### src/sv/tvfe_pkg.sv
// Package: shared types, constants and the period table of the voice effect engine.
package tvfe_pkg;

    localparam int          VOICES_DEF = 4;
    localparam logic [9:0]  PER_MIN    = 10'd135;
    localparam logic [9:0]  PER_MAX    = 10'd1019;
    localparam logic [5:0]  TAB_LAST   = 6'd50;
    localparam logic [7:0]  LEVEL_MAX  = 8'd64;
    localparam logic [15:0] AM_WORDS   = 16'h0020;
    localparam logic [7:0]  BYTE_STOP  = 8'd255;
    localparam logic [3:0]  SPEED_RST  = 4'd6;
    localparam logic        CMD_TICK   = 1'b0;
    localparam logic        CMD_ROW    = 1'b1;

    // Decoded item handed from the front to the back
    typedef struct packed {
        logic        cmd;
        logic [1:0]  voice;
        logic        in_range;
        logic        has_note;
        logic [5:0]  note_idx;
        logic [9:0]  note_per;
        logic        porta_tgt;
        logic        vol_preset;
        logic [3:0]  speed;
        logic [7:0]  arp;
        logic [7:0]  vib;
        logic [7:0]  vol;
        logic [7:0]  porta;
        logic        inst_present;
        logic [1:0]  inst_flags;
        logic [15:0] inst_len;
    } item_t;

    // Period table, indices past the last entry return PER_MIN
    function automatic logic [9:0] per_tab(input logic [6:0] idx);
        logic [9:0] p;
        case (idx)
            7'd0:  p = 10'd1019;
            7'd1:  p = 10'd962;
            7'd2:  p = 10'd908;
            7'd3:  p = 10'd857;
            7'd4:  p = 10'd809;
            7'd5:  p = 10'd763;
            7'd6:  p = 10'd720;
            7'd7:  p = 10'd680;
            7'd8:  p = 10'd642;
            7'd9:  p = 10'd606;
            7'd10: p = 10'd572;
            7'd11: p = 10'd540;
            7'd12: p = 10'd509;
            7'd13: p = 10'd481;
            7'd14: p = 10'd454;
            7'd15: p = 10'd428;
            7'd16: p = 10'd404;
            7'd17: p = 10'd381;
            7'd18: p = 10'd360;
            7'd19: p = 10'd340;
            7'd20: p = 10'd321;
            7'd21: p = 10'd303;
            7'd22: p = 10'd286;
            7'd23: p = 10'd270;
            7'd24: p = 10'd254;
            7'd25: p = 10'd240;
            7'd26: p = 10'd227;
            7'd27: p = 10'd214;
            7'd28: p = 10'd202;
            7'd29: p = 10'd190;
            7'd30: p = 10'd180;
            7'd31: p = 10'd170;
            7'd32: p = 10'd160;
            7'd33: p = 10'd151;
            7'd34: p = 10'd143;
            default: p = PER_MIN;
        endcase
        return p;
    endfunction

endpackage

### src/sv/tvfe_front.sv
// Front end: classify an incoming item and look up its note period.
module tvfe_front #(
    parameter int VOICES = tvfe_pkg::VOICES_DEF
) (
    input  logic                s_command,
    input  logic [1:0]          s_voice_select,
    input  logic [7:0]          s_period_code,
    input  logic [7:0]          s_speed_byte,
    input  logic [7:0]          s_arpeggio_byte,
    input  logic [7:0]          s_vibrato_byte,
    input  logic [7:0]          s_volume_byte,
    input  logic [7:0]          s_porta_byte,
    input  logic                s_inst_present,
    input  logic [1:0]          s_inst_flags,
    input  logic [15:0]         s_inst_half_length,
    output tvfe_pkg::item_t     item
);
    logic [7:0] idx_raw;

    // Saturate the note index and decode flag bits
    always_comb begin
        idx_raw            = s_period_code - 8'd1;
        item.cmd           = s_command;
        item.voice         = s_voice_select;
        item.in_range      = (32'(s_voice_select) < VOICES);
        item.has_note      = (s_period_code != 8'd0);
        item.note_idx      = (idx_raw > 8'(tvfe_pkg::TAB_LAST)) ? tvfe_pkg::TAB_LAST
                                                                 : idx_raw[5:0];
        item.note_per      = tvfe_pkg::per_tab({1'b0, item.note_idx});
        item.porta_tgt     = s_speed_byte[6];
        item.vol_preset    = s_speed_byte[7];
        item.speed         = s_speed_byte[3:0];
        item.arp           = s_arpeggio_byte;
        item.vib           = s_vibrato_byte;
        item.vol           = s_volume_byte;
        item.porta         = s_porta_byte;
        item.inst_present  = s_inst_present;
        item.inst_flags    = s_inst_flags;
        item.inst_len      = s_inst_half_length;
    end
endmodule

### src/sv/tvfe_queue.sv
// Two-entry queue between the front and the back.
module tvfe_queue (
    input  logic            aclk,
    input  logic            aresetn,
    input  logic            push,
    input  tvfe_pkg::item_t push_item,
    output logic            full,
    input  logic            pop,
    output logic            not_empty,
    output tvfe_pkg::item_t pop_item
);
    tvfe_pkg::item_t mem_reg [2];
    logic       wr_ptr_reg, wr_ptr_next;
    logic       rd_ptr_reg, rd_ptr_next;
    logic [1:0] count_reg, count_next;

    assign full      = (count_reg == 2'd2);
    assign not_empty = (count_reg != 2'd0);
    assign pop_item  = mem_reg[rd_ptr_reg];

    // Advance pointers and fill count
    always_comb begin
        wr_ptr_next = wr_ptr_reg ^ push;
        rd_ptr_next = rd_ptr_reg ^ pop;
        count_next  = count_reg + {1'b0, push} - {1'b0, pop};
    end

    always_ff @(posedge aclk) begin
        if (!aresetn) begin
            wr_ptr_reg <= 1'b0;
            rd_ptr_reg <= 1'b0;
            count_reg  <= 2'd0;
        end else begin
            wr_ptr_reg <= wr_ptr_next;
            rd_ptr_reg <= rd_ptr_next;
            count_reg  <= count_next;
        end
    end

    // Hold item storage
    always_ff @(posedge aclk) begin
        if (push) begin
            mem_reg[wr_ptr_reg] <= push_item;
        end
    end
endmodule

### src/sv/tvfe_back.sv
// Back end: per-voice effect state, one row or frame update per item, result register.
module tvfe_back #(
    parameter int VOICES = tvfe_pkg::VOICES_DEF
) (
    input  logic            aclk,
    input  logic            aresetn,
    input  logic            q_valid,
    input  tvfe_pkg::item_t q_item,
    output logic            q_pop,
    output logic            m_valid,
    input  logic            m_ready,
    output logic [9:0]      m_period_out,
    output logic [9:0]      m_volume_out,
    output logic            m_start_sample,
    output logic            m_mute_voice,
    output logic [15:0]     m_play_words,
    output logic            m_loop_enable,
    output logic            m_am_wave,
    output logic [3:0]      m_row_speed
);
    localparam int VW = (VOICES > 1) ? $clog2(VOICES) : 1;

    logic [9:0]         slot_a_reg [VOICES];
    logic [9:0]         slot_b_reg [VOICES];
    logic [9:0]         slot_c_reg [VOICES];
    logic [5:0]         base_reg   [VOICES];
    logic signed [10:0] soff_reg   [VOICES];
    logic signed [8:0]  sstep_reg  [VOICES];
    logic [9:0]         slim_reg   [VOICES];
    logic signed [11:0] voff_reg   [VOICES];
    logic signed [4:0]  vstep_reg  [VOICES];
    logic [3:0]         vcnt_reg   [VOICES];
    logic [3:0]         vrel_reg   [VOICES];
    logic [7:0]         lvl_reg    [VOICES];
    logic signed [7:0]  lstep_reg  [VOICES];
    logic [7:0]         lpre_reg   [VOICES];
    logic [3:0]         speed_reg, speed_next;

    logic [VW-1:0]      v;
    logic [9:0]         a, b, c, t0, pb;
    logic [5:0]         base;
    logic signed [10:0] soff;
    logic signed [11:0] soff_sum;
    logic signed [8:0]  sstep;
    logic [9:0]         slim;
    logic signed [11:0] voff;
    logic signed [4:0]  vstep;
    logic [3:0]         vcnt, vrel;
    logic [7:0]         lvl, lpre;
    logic signed [7:0]  lstep;
    logic signed [9:0]  lvl_sum;
    logic signed [13:0] per;
    logic               start, mute, loop, am;
    logic [15:0]        words;
    logic [9:0]         per_out, vol_out;
    logic               write_en;

    logic               m_valid_reg;
    logic [9:0]         per_reg, vol_reg;
    logic               start_reg, mute_reg, loop_reg, am_reg;
    logic [15:0]        words_reg;
    logic [3:0]         rspeed_reg;

    assign v        = VW'(q_item.voice);
    assign q_pop    = q_valid && (!m_valid_reg || m_ready);
    assign write_en = q_pop && q_item.in_range;

    // Apply the row note for a row item, then one frame for the addressed voice
    always_comb begin
        a = slot_a_reg[v];  b = slot_b_reg[v];  c = slot_c_reg[v];
        base = base_reg[v]; soff = soff_reg[v]; sstep = sstep_reg[v];
        slim = slim_reg[v]; voff = voff_reg[v]; vstep = vstep_reg[v];
        vcnt = vcnt_reg[v]; vrel = vrel_reg[v]; lvl = lvl_reg[v];
        lstep = lstep_reg[v]; lpre = lpre_reg[v];
        speed_next = speed_reg;
        start = 1'b0; mute = 1'b0; loop = 1'b0; am = 1'b0; words = 16'd0;
        pb = 10'd0; t0 = 10'd0;

        if (q_item.cmd == tvfe_pkg::CMD_ROW) begin
            // Note: set limit for a portamento target, else restart
            if (q_item.has_note) begin
                if (q_item.porta_tgt) begin
                    slim = q_item.note_per;
                end else begin
                    start = 1'b1;
                    base  = q_item.note_idx;
                    a = q_item.note_per; b = q_item.note_per; c = q_item.note_per;
                    soff  = 11'sd0;
                    if (!q_item.inst_present) begin
                        mute = 1'b1;
                    end else begin
                        words = q_item.inst_flags[1] ? tvfe_pkg::AM_WORDS : q_item.inst_len;
                        loop  = q_item.inst_flags[0];
                        am    = q_item.inst_flags[1];
                        lvl   = lpre;
                    end
                end
            end
            if (q_item.speed != 4'd0) begin
                speed_next = q_item.speed;
            end

            // Arpeggio ring
            pb = tvfe_pkg::per_tab({1'b0, base});
            if (q_item.arp == tvfe_pkg::BYTE_STOP) begin
                a = pb; b = pb; c = pb;
            end else if (q_item.arp != 8'd0) begin
                c = tvfe_pkg::per_tab(7'(base) + 7'(q_item.arp[3:0]));
                b = tvfe_pkg::per_tab(7'(base) + 7'(q_item.arp[7:4]));
                a = pb;
            end

            // Vibrato
            if (q_item.vib != 8'd0) begin
                voff = 12'sd0;
                if (q_item.vib == tvfe_pkg::BYTE_STOP) begin
                    vstep = 5'sd0;
                    vcnt  = 4'd0;
                end else begin
                    vstep = $signed({1'b0, q_item.vib[3:0]});
                    vrel  = q_item.vib[7:4];
                    vcnt  = {1'b0, q_item.vib[7:5]};
                end
            end

            // Volume preset or slide
            if (q_item.vol == 8'd0) begin
                if (q_item.vol_preset) begin
                    lvl = 8'd0; lpre = 8'd0; lstep = 8'sd0;
                end
            end else if (q_item.vol == tvfe_pkg::BYTE_STOP) begin
                lstep = 8'sd0;
            end else if (q_item.vol_preset) begin
                lvl = q_item.vol; lpre = q_item.vol; lstep = 8'sd0;
            end else begin
                lstep = q_item.vol[7] ? -$signed({1'b0, q_item.vol[6:0]})
                                      :  $signed({1'b0, q_item.vol[6:0]});
            end

            // Portamento direction and limit
            if (q_item.porta != 8'd0) begin
                soff = 11'sd0;
                if (q_item.porta == tvfe_pkg::BYTE_STOP) begin
                    sstep = 9'sd0;
                end else if (q_item.porta_tgt) begin
                    sstep = (slim <= a) ? -$signed({1'b0, q_item.porta})
                                        :  $signed({1'b0, q_item.porta});
                end else if (!q_item.porta[7]) begin
                    sstep = -$signed({2'b0, q_item.porta[6:0]});
                    slim  = tvfe_pkg::PER_MIN;
                end else begin
                    sstep = $signed({2'b0, q_item.porta[6:0]});
                    slim  = tvfe_pkg::PER_MAX;
                end
            end
        end

        // Skip zero ring heads, at most twice
        if (a == 10'd0) begin
            t0 = a; a = b; b = c; c = t0;
            if (a == 10'd0) begin
                t0 = a; a = b; b = c; c = t0;
            end
        end

        // Period: portamento clamp at limit, vibrato, range clamp
        per = $signed({4'b0, a}) + 14'(soff);
        if (soff < 0) begin
            if (per < $signed({4'b0, slim})) per = $signed({4'b0, slim});
        end else if (soff != 0) begin
            if (per > $signed({4'b0, slim})) per = $signed({4'b0, slim});
        end
        per = per + 14'(voff);
        if (per < $signed({4'b0, tvfe_pkg::PER_MIN})) begin
            per_out = tvfe_pkg::PER_MIN;
        end else if (per > $signed({4'b0, tvfe_pkg::PER_MAX})) begin
            per_out = tvfe_pkg::PER_MAX;
        end else begin
            per_out = per[9:0];
        end
        t0 = a; a = b; b = c; c = t0;

        // Advance portamento offset
        soff_sum = 12'(soff) + 12'(sstep);
        if (soff_sum < -$signed({2'b0, tvfe_pkg::PER_MAX})) begin
            soff = -$signed({1'b0, tvfe_pkg::PER_MAX});
        end else if (soff_sum > $signed({2'b0, tvfe_pkg::PER_MAX})) begin
            soff = $signed({1'b0, tvfe_pkg::PER_MAX});
        end else begin
            soff = soff_sum[10:0];
        end

        // Advance vibrato
        if (vcnt != 4'd0) begin
            voff = voff + 12'(vstep);
            vcnt = vcnt - 4'd1;
            if (vcnt == 4'd0) begin
                vstep = -vstep;
                vcnt  = vrel;
            end
        end

        // Volume out, then slide clamped to 0..64
        vol_out = {lvl, 2'b00};
        lvl_sum = $signed({2'b0, lvl}) + 10'(lstep);
        if (lvl_sum < 0) begin
            lvl = 8'd0;
        end else if (lvl_sum > $signed({2'b0, tvfe_pkg::LEVEL_MAX})) begin
            lvl = tvfe_pkg::LEVEL_MAX;
        end else begin
            lvl = lvl_sum[7:0];
        end
    end

    // Write back voice state
    always_ff @(posedge aclk) begin
        if (!aresetn) begin
            for (int i = 0; i < VOICES; i++) begin
                slot_a_reg[i] <= tvfe_pkg::PER_MAX;
                slot_b_reg[i] <= 10'd0;
                slot_c_reg[i] <= 10'd0;
                base_reg[i]   <= 6'd0;
                soff_reg[i]   <= 11'sd0;
                sstep_reg[i]  <= 9'sd0;
                slim_reg[i]   <= 10'd0;
                voff_reg[i]   <= 12'sd0;
                vstep_reg[i]  <= 5'sd0;
                vcnt_reg[i]   <= 4'd0;
                vrel_reg[i]   <= 4'd0;
                lvl_reg[i]    <= 8'd0;
                lstep_reg[i]  <= 8'sd0;
                lpre_reg[i]   <= tvfe_pkg::LEVEL_MAX;
            end
            speed_reg <= tvfe_pkg::SPEED_RST;
        end else if (write_en) begin
            slot_a_reg[v] <= a;     slot_b_reg[v] <= b;     slot_c_reg[v] <= c;
            base_reg[v]   <= base;  soff_reg[v]   <= soff;  sstep_reg[v]  <= sstep;
            slim_reg[v]   <= slim;  voff_reg[v]   <= voff;  vstep_reg[v]  <= vstep;
            vcnt_reg[v]   <= vcnt;  vrel_reg[v]   <= vrel;  lvl_reg[v]    <= lvl;
            lstep_reg[v]  <= lstep; lpre_reg[v]   <= lpre;
            speed_reg     <= speed_next;
        end
    end

    // Output register
    always_ff @(posedge aclk) begin
        if (!aresetn) begin
            m_valid_reg <= 1'b0;
        end else if (q_pop) begin
            m_valid_reg <= 1'b1;
        end else if (m_ready) begin
            m_valid_reg <= 1'b0;
        end
    end

    always_ff @(posedge aclk) begin
        if (q_pop) begin
            per_reg    <= q_item.in_range ? per_out : 10'd0;
            vol_reg    <= q_item.in_range ? vol_out : 10'd0;
            start_reg  <= q_item.in_range && start;
            mute_reg   <= q_item.in_range && mute;
            words_reg  <= q_item.in_range ? words : 16'd0;
            loop_reg   <= q_item.in_range && loop;
            am_reg     <= q_item.in_range && am;
            rspeed_reg <= q_item.in_range ? speed_next : speed_reg;
        end
    end

    assign m_valid        = m_valid_reg;
    assign m_period_out   = per_reg;
    assign m_volume_out   = vol_reg;
    assign m_start_sample = start_reg;
    assign m_mute_voice   = mute_reg;
    assign m_play_words   = words_reg;
    assign m_loop_enable  = loop_reg;
    assign m_am_wave      = am_reg;
    assign m_row_speed    = rspeed_reg;
endmodule

### src/sv/tracker_voice_effect_engine_top.sv
// Top level of the tracker voice effect engine.
// Input channel (s_*): one item per voice per row or tick. s_command selects a
// tick (frame only) or a row (decode the note cell, then a frame). All other
// s_ fields are the note cell and instrument data of the addressed voice.
// Result channel (m_*): exactly one result per accepted item, in order: the
// clamped period, volume times four, restart/mute flags, sample words, loop
// and AM flags, and the row speed after the item.
// Throughput: one item per cycle while the receiver takes results; the whole
// row/frame update of a voice is done combinationally in the back end, so items
// for the same voice may follow back to back.
// When nothing stalls, an accepted item is written into a queue entry, then
// moves to the result register, where it is held valid until the receiver
// takes it.
// When the receiver stalls, the result register holds, the queue fills and
// s_ready drops once both entries are taken.
// Reset (aresetn low, synchronous) returns every voice to its start state and
// the row speed to six; no result is pending afterward.
module tracker_voice_effect_engine_top #(
    parameter int VOICES = tvfe_pkg::VOICES_DEF
) (
    input  logic        aclk,
    input  logic        aresetn,
    input  logic        s_valid,
    output logic        s_ready,
    input  logic        s_command,
    input  logic [1:0]  s_voice_select,
    input  logic [7:0]  s_period_code,
    input  logic [7:0]  s_speed_byte,
    input  logic [7:0]  s_arpeggio_byte,
    input  logic [7:0]  s_vibrato_byte,
    input  logic [7:0]  s_volume_byte,
    input  logic [7:0]  s_porta_byte,
    input  logic        s_inst_present,
    input  logic [1:0]  s_inst_flags,
    input  logic [15:0] s_inst_half_length,
    output logic        m_valid,
    input  logic        m_ready,
    output logic [9:0]  m_period_out,
    output logic [9:0]  m_volume_out,
    output logic        m_start_sample,
    output logic        m_mute_voice,
    output logic [15:0] m_play_words,
    output logic        m_loop_enable,
    output logic        m_am_wave,
    output logic [3:0]  m_row_speed
);
    tvfe_pkg::item_t in_item, q_item;
    logic            q_full, q_valid, q_pop;

    assign s_ready = !q_full;

    tvfe_front #(.VOICES(VOICES)) u_front (
        .s_command          (s_command),
        .s_voice_select     (s_voice_select),
        .s_period_code      (s_period_code),
        .s_speed_byte       (s_speed_byte),
        .s_arpeggio_byte    (s_arpeggio_byte),
        .s_vibrato_byte     (s_vibrato_byte),
        .s_volume_byte      (s_volume_byte),
        .s_porta_byte       (s_porta_byte),
        .s_inst_present     (s_inst_present),
        .s_inst_flags       (s_inst_flags),
        .s_inst_half_length (s_inst_half_length),
        .item               (in_item)
    );

    tvfe_queue u_queue (
        .aclk      (aclk),
        .aresetn   (aresetn),
        .push      (s_valid && s_ready),
        .push_item (in_item),
        .full      (q_full),
        .pop       (q_pop),
        .not_empty (q_valid),
        .pop_item  (q_item)
    );

    tvfe_back #(.VOICES(VOICES)) u_back (
        .aclk           (aclk),
        .aresetn        (aresetn),
        .q_valid        (q_valid),
        .q_item         (q_item),
        .q_pop          (q_pop),
        .m_valid        (m_valid),
        .m_ready        (m_ready),
        .m_period_out   (m_period_out),
        .m_volume_out   (m_volume_out),
        .m_start_sample (m_start_sample),
        .m_mute_voice   (m_mute_voice),
        .m_play_words   (m_play_words),
        .m_loop_enable  (m_loop_enable),
        .m_am_wave      (m_am_wave),
        .m_row_speed    (m_row_speed)
    );
endmodule

### config.mk
export PLATFORM = sky130hd
export DESIGN_NAME = tracker_voice_effect_engine_top
export DESIGN_NICKNAME = d
export VERILOG_FILES = /design/src/sv/tvfe_pkg.sv /design/src/sv/tvfe_front.sv /design/src/sv/tvfe_queue.sv /design/src/sv/tvfe_back.sv /design/src/sv/tracker_voice_effect_engine_top.sv
export SDC_FILE = /design/constraint.sdc
export NUM_CORES = 1
export LEC_CHECK = 0
export ABC_AREA = 1
export BUFFER_PORTS_ARGS = -buffer_cell sky130_fd_sc_hd__buf_2
export CORE_MARGIN = 3
export CORE_UTILIZATION = 57
export CTS_CLUSTER_DIAMETER = 150
export DETAILED_ROUTE_END_ITERATION = 7
export PLACE_DENSITY = 0.77
export SLEW_MARGIN = 40
export SYNTH_ARGS = -nofsm -noshare
export SYNTH_HDL_FRONTEND = slang
export SYNTH_HIERARCHICAL = 1
export SYNTH_SLANG_ARGS = --single-unit
### constraint.sdc
create_clock -name aclk -period 10.4 [get_ports aclk]
set_clock_uncertainty 0.15 [all_clocks]
set_input_delay 2.08 -clock aclk [delete_from_list [all_inputs] [get_ports aclk]]
set_output_delay 2.08 -clock aclk [all_outputs]
set_load 0.05 [all_outputs]
==> results.cfg <==
[sta]
timing.final.max_slew_violations = 0
hold_violations = 0
fin_tns_setup_ns = 0
period_share = 0.9850
setup_violations = 0
max_freq_mhz = 97.62
tightest_slew_ns = 0.8492
max_slew_margin = 0.4338
rsz0062_at_grt = yes
finalCriticalPeriod_ns = 10.24

[place]
gp_congestion = 0.9653
dp_hpwl_um = 64550
port_buffers = 115
dp.cells = 5091

[drt]
met3_length_um = 8447
drt_iter0_markers = 3413
route.vias.total = 30868
highest_layer = met4
drt_wl_total_um = 102300
via_per_inst = 5.854
drt_drc_violations_left = 0
wl_met1_um = 38410
drt_first_pass_iters = 8
wl_met2_um = 50270
wl_per_cell_um = 19.40
ant_nets = 0

[clock_tree]
cts_buffers = 72
cts_buffer_depth = 3
clk-insertion-delay-late_ns = 0.63
hold_buffers = 0
cts-root-buf = clkbuf_16
cts_tree = done
cts.reportedPaths.clkPinSlew_ns = 0.06
cts.sinks = 668
ctsHtreeMaxLevel = 3

[synthesis]
yosys.cell_types.count = 72
synth_edf_count = 658
netlist_area_mm2 = 0.03803
synth.area.mux_share = 0.02507
ys_ff_latch = 668
synth_async_sr_flop_share = 0
syn_avg_cell_area_um2 = 9.076
synth-seq-area-share = 0.5249
yosys.area_share.xor_xnor = 0.01132
synth-adder-area-share = 0.04416
synth-compound-area-share = 0.1056
synth_warnings = 6
synthSimpleGateAreaFrac = 0.2120
synth_top_family_by_area = simple AND/OR/NAND/NOR gates
syn_inst = 4190
yosys_most_used_dff = edfxtp_1

[global_routing]
grt_max_degree = 137
grt_usage = 0.2828
antenna_found_initial = 5
gr-total-overflow = 0
grt_pass1_vias = 29724
grt_pass1_wl_um = 156800

[cells_and_area]
area.sequential_mm2 = 0.01996
layout-drive-gt1-share = 0.1862
final_cell_mix = 787 x nand2_1, 712 x nor2_1, 658 x edfxtp_1
largest_reg_flops = 156
n_fill_cell = 5047
area_growth_pct = 14.73
stdcell_count = 5273
fin_util = 0.6612
nets = 4550
multiInputGateArea_mm2 = 0.01617
final_common_cell = nand2_1

[critical_path]
slowest_stage = fa_2
critPathArrivalTime_ns = 10.45
end_kind = register
required_ns = 10.60
cp_max_fo = 6
cp-start-kind = register
critical_path_class = reg -> reg
crit_family = simple AND/OR/NAND/NOR gates
critical_path_buf_inv_count = 14
cp_slowest_stage_delay_ns = 0.62
crit_path_frequent_cell = nand2_1

[die]
ios = 120
die_y_um = 264.3
core.rowCount = 94
die_w_um = 264.3
start_util = 0.5763
die-area_mm2 = 0.06985
core_area_mm2 = 0.06598

[run]
drv_cap = 0

[status]
status = completed

[worst_hold_path]
hold_class = reg -> reg
[stage by stage]
step	hold slack [ns]	setup WS (ns)	area, um^2
CTS	0.3364	0.002162	42340
global route	0.3660	-0.4142	43630
global placement	0.3079	-0.1385	39740
finish	0.3451	0.1557	43630
detailed placement	0.3212	-0.2411	39840
floorplan	0.2988	0.01028	38060
[cell type report]
type,count,share of cell area
clock buffer,82,0.04216
multi-input combinational,2864,0.3706
antenna,5,0.0002868
sequential,668,0.4576
clock inverter,50,0.01273
inverter,412,0.03625
tap,864,0.02478
timing repair buffer,328,0.05561
[final timing paths]
kind | from | end | slack [ns] | cells past startpoint
setup / recovery | register | u_back/m_period_out[7]$_SDFFCE_PN0P_ | 0.16 | 73
hold / removal | u_back/speed_reg[3]$_SDFFE_PN0P_ | u_back/speed_reg[3]$_SDFFE_PN0P_ | 0.35 | 2
setup reg to reg | register | u_back/m_period_out[7]$_SDFFCE_PN0P_ | 0.16 | 73
hold reg to reg | u_back/speed_reg[3]$_SDFFE_PN0P_ | u_back/speed_reg[3]$_SDFFE_PN0P_ | 0.35 | 2
[timing repair]
action                     CTS  global route
gates resized for setup     25           235
pin swaps                   12           117
cloned                       0             2
setup endpoints to repair   10            10
buffers inserted             4            39
[cells in the mapped netlist (all sizes together), types with 22 or more instances]
library cell,n,area [um^2]
nand2,878,3463
nor2,750,2885
edfxtp,658,19760
inv,402,1516
o21ai,285,1445
a21oi,195,979.7
nand3,195,1119
buf,162,1030
ha,123,1539
clkbuf,90,337.8
mux2,78,953.4
o22ai,55,344.1
xor2,38,351.6
nand4,33,221.5
o211ai,29,217.7
a32o,27,270.3
nor3,22,121.4
[cell families after synthesis]
kind of cell	count (synthesis)
adder cells (fa/ha/maj)	130
XOR/XNOR	47
other	2
buffers and inverters	664
AND/OR/NAND/NOR	1915
AO/OA/AOI/OAI	686
flip-flops	668
multiplexers	78
[per-layer routing]
metal / global-route usage / vias up
met3: 0.03744 / 334
met5: 0 / -
met1: 0.3555 / 14534
met2: 0.4850 / 1564
met4: 0.1374 / 0
li1: - / 14436
[worst min-delay path, stage by stage, from the launching register on]
cell,delay [ns]
dfxtp_1,0.31
inv_1,0.06
o22ai_1,0.08
Power is left out: the tool's default activity adds up to more than one toggle a clock period on the data nets, which glitch-free logic cannot reach.
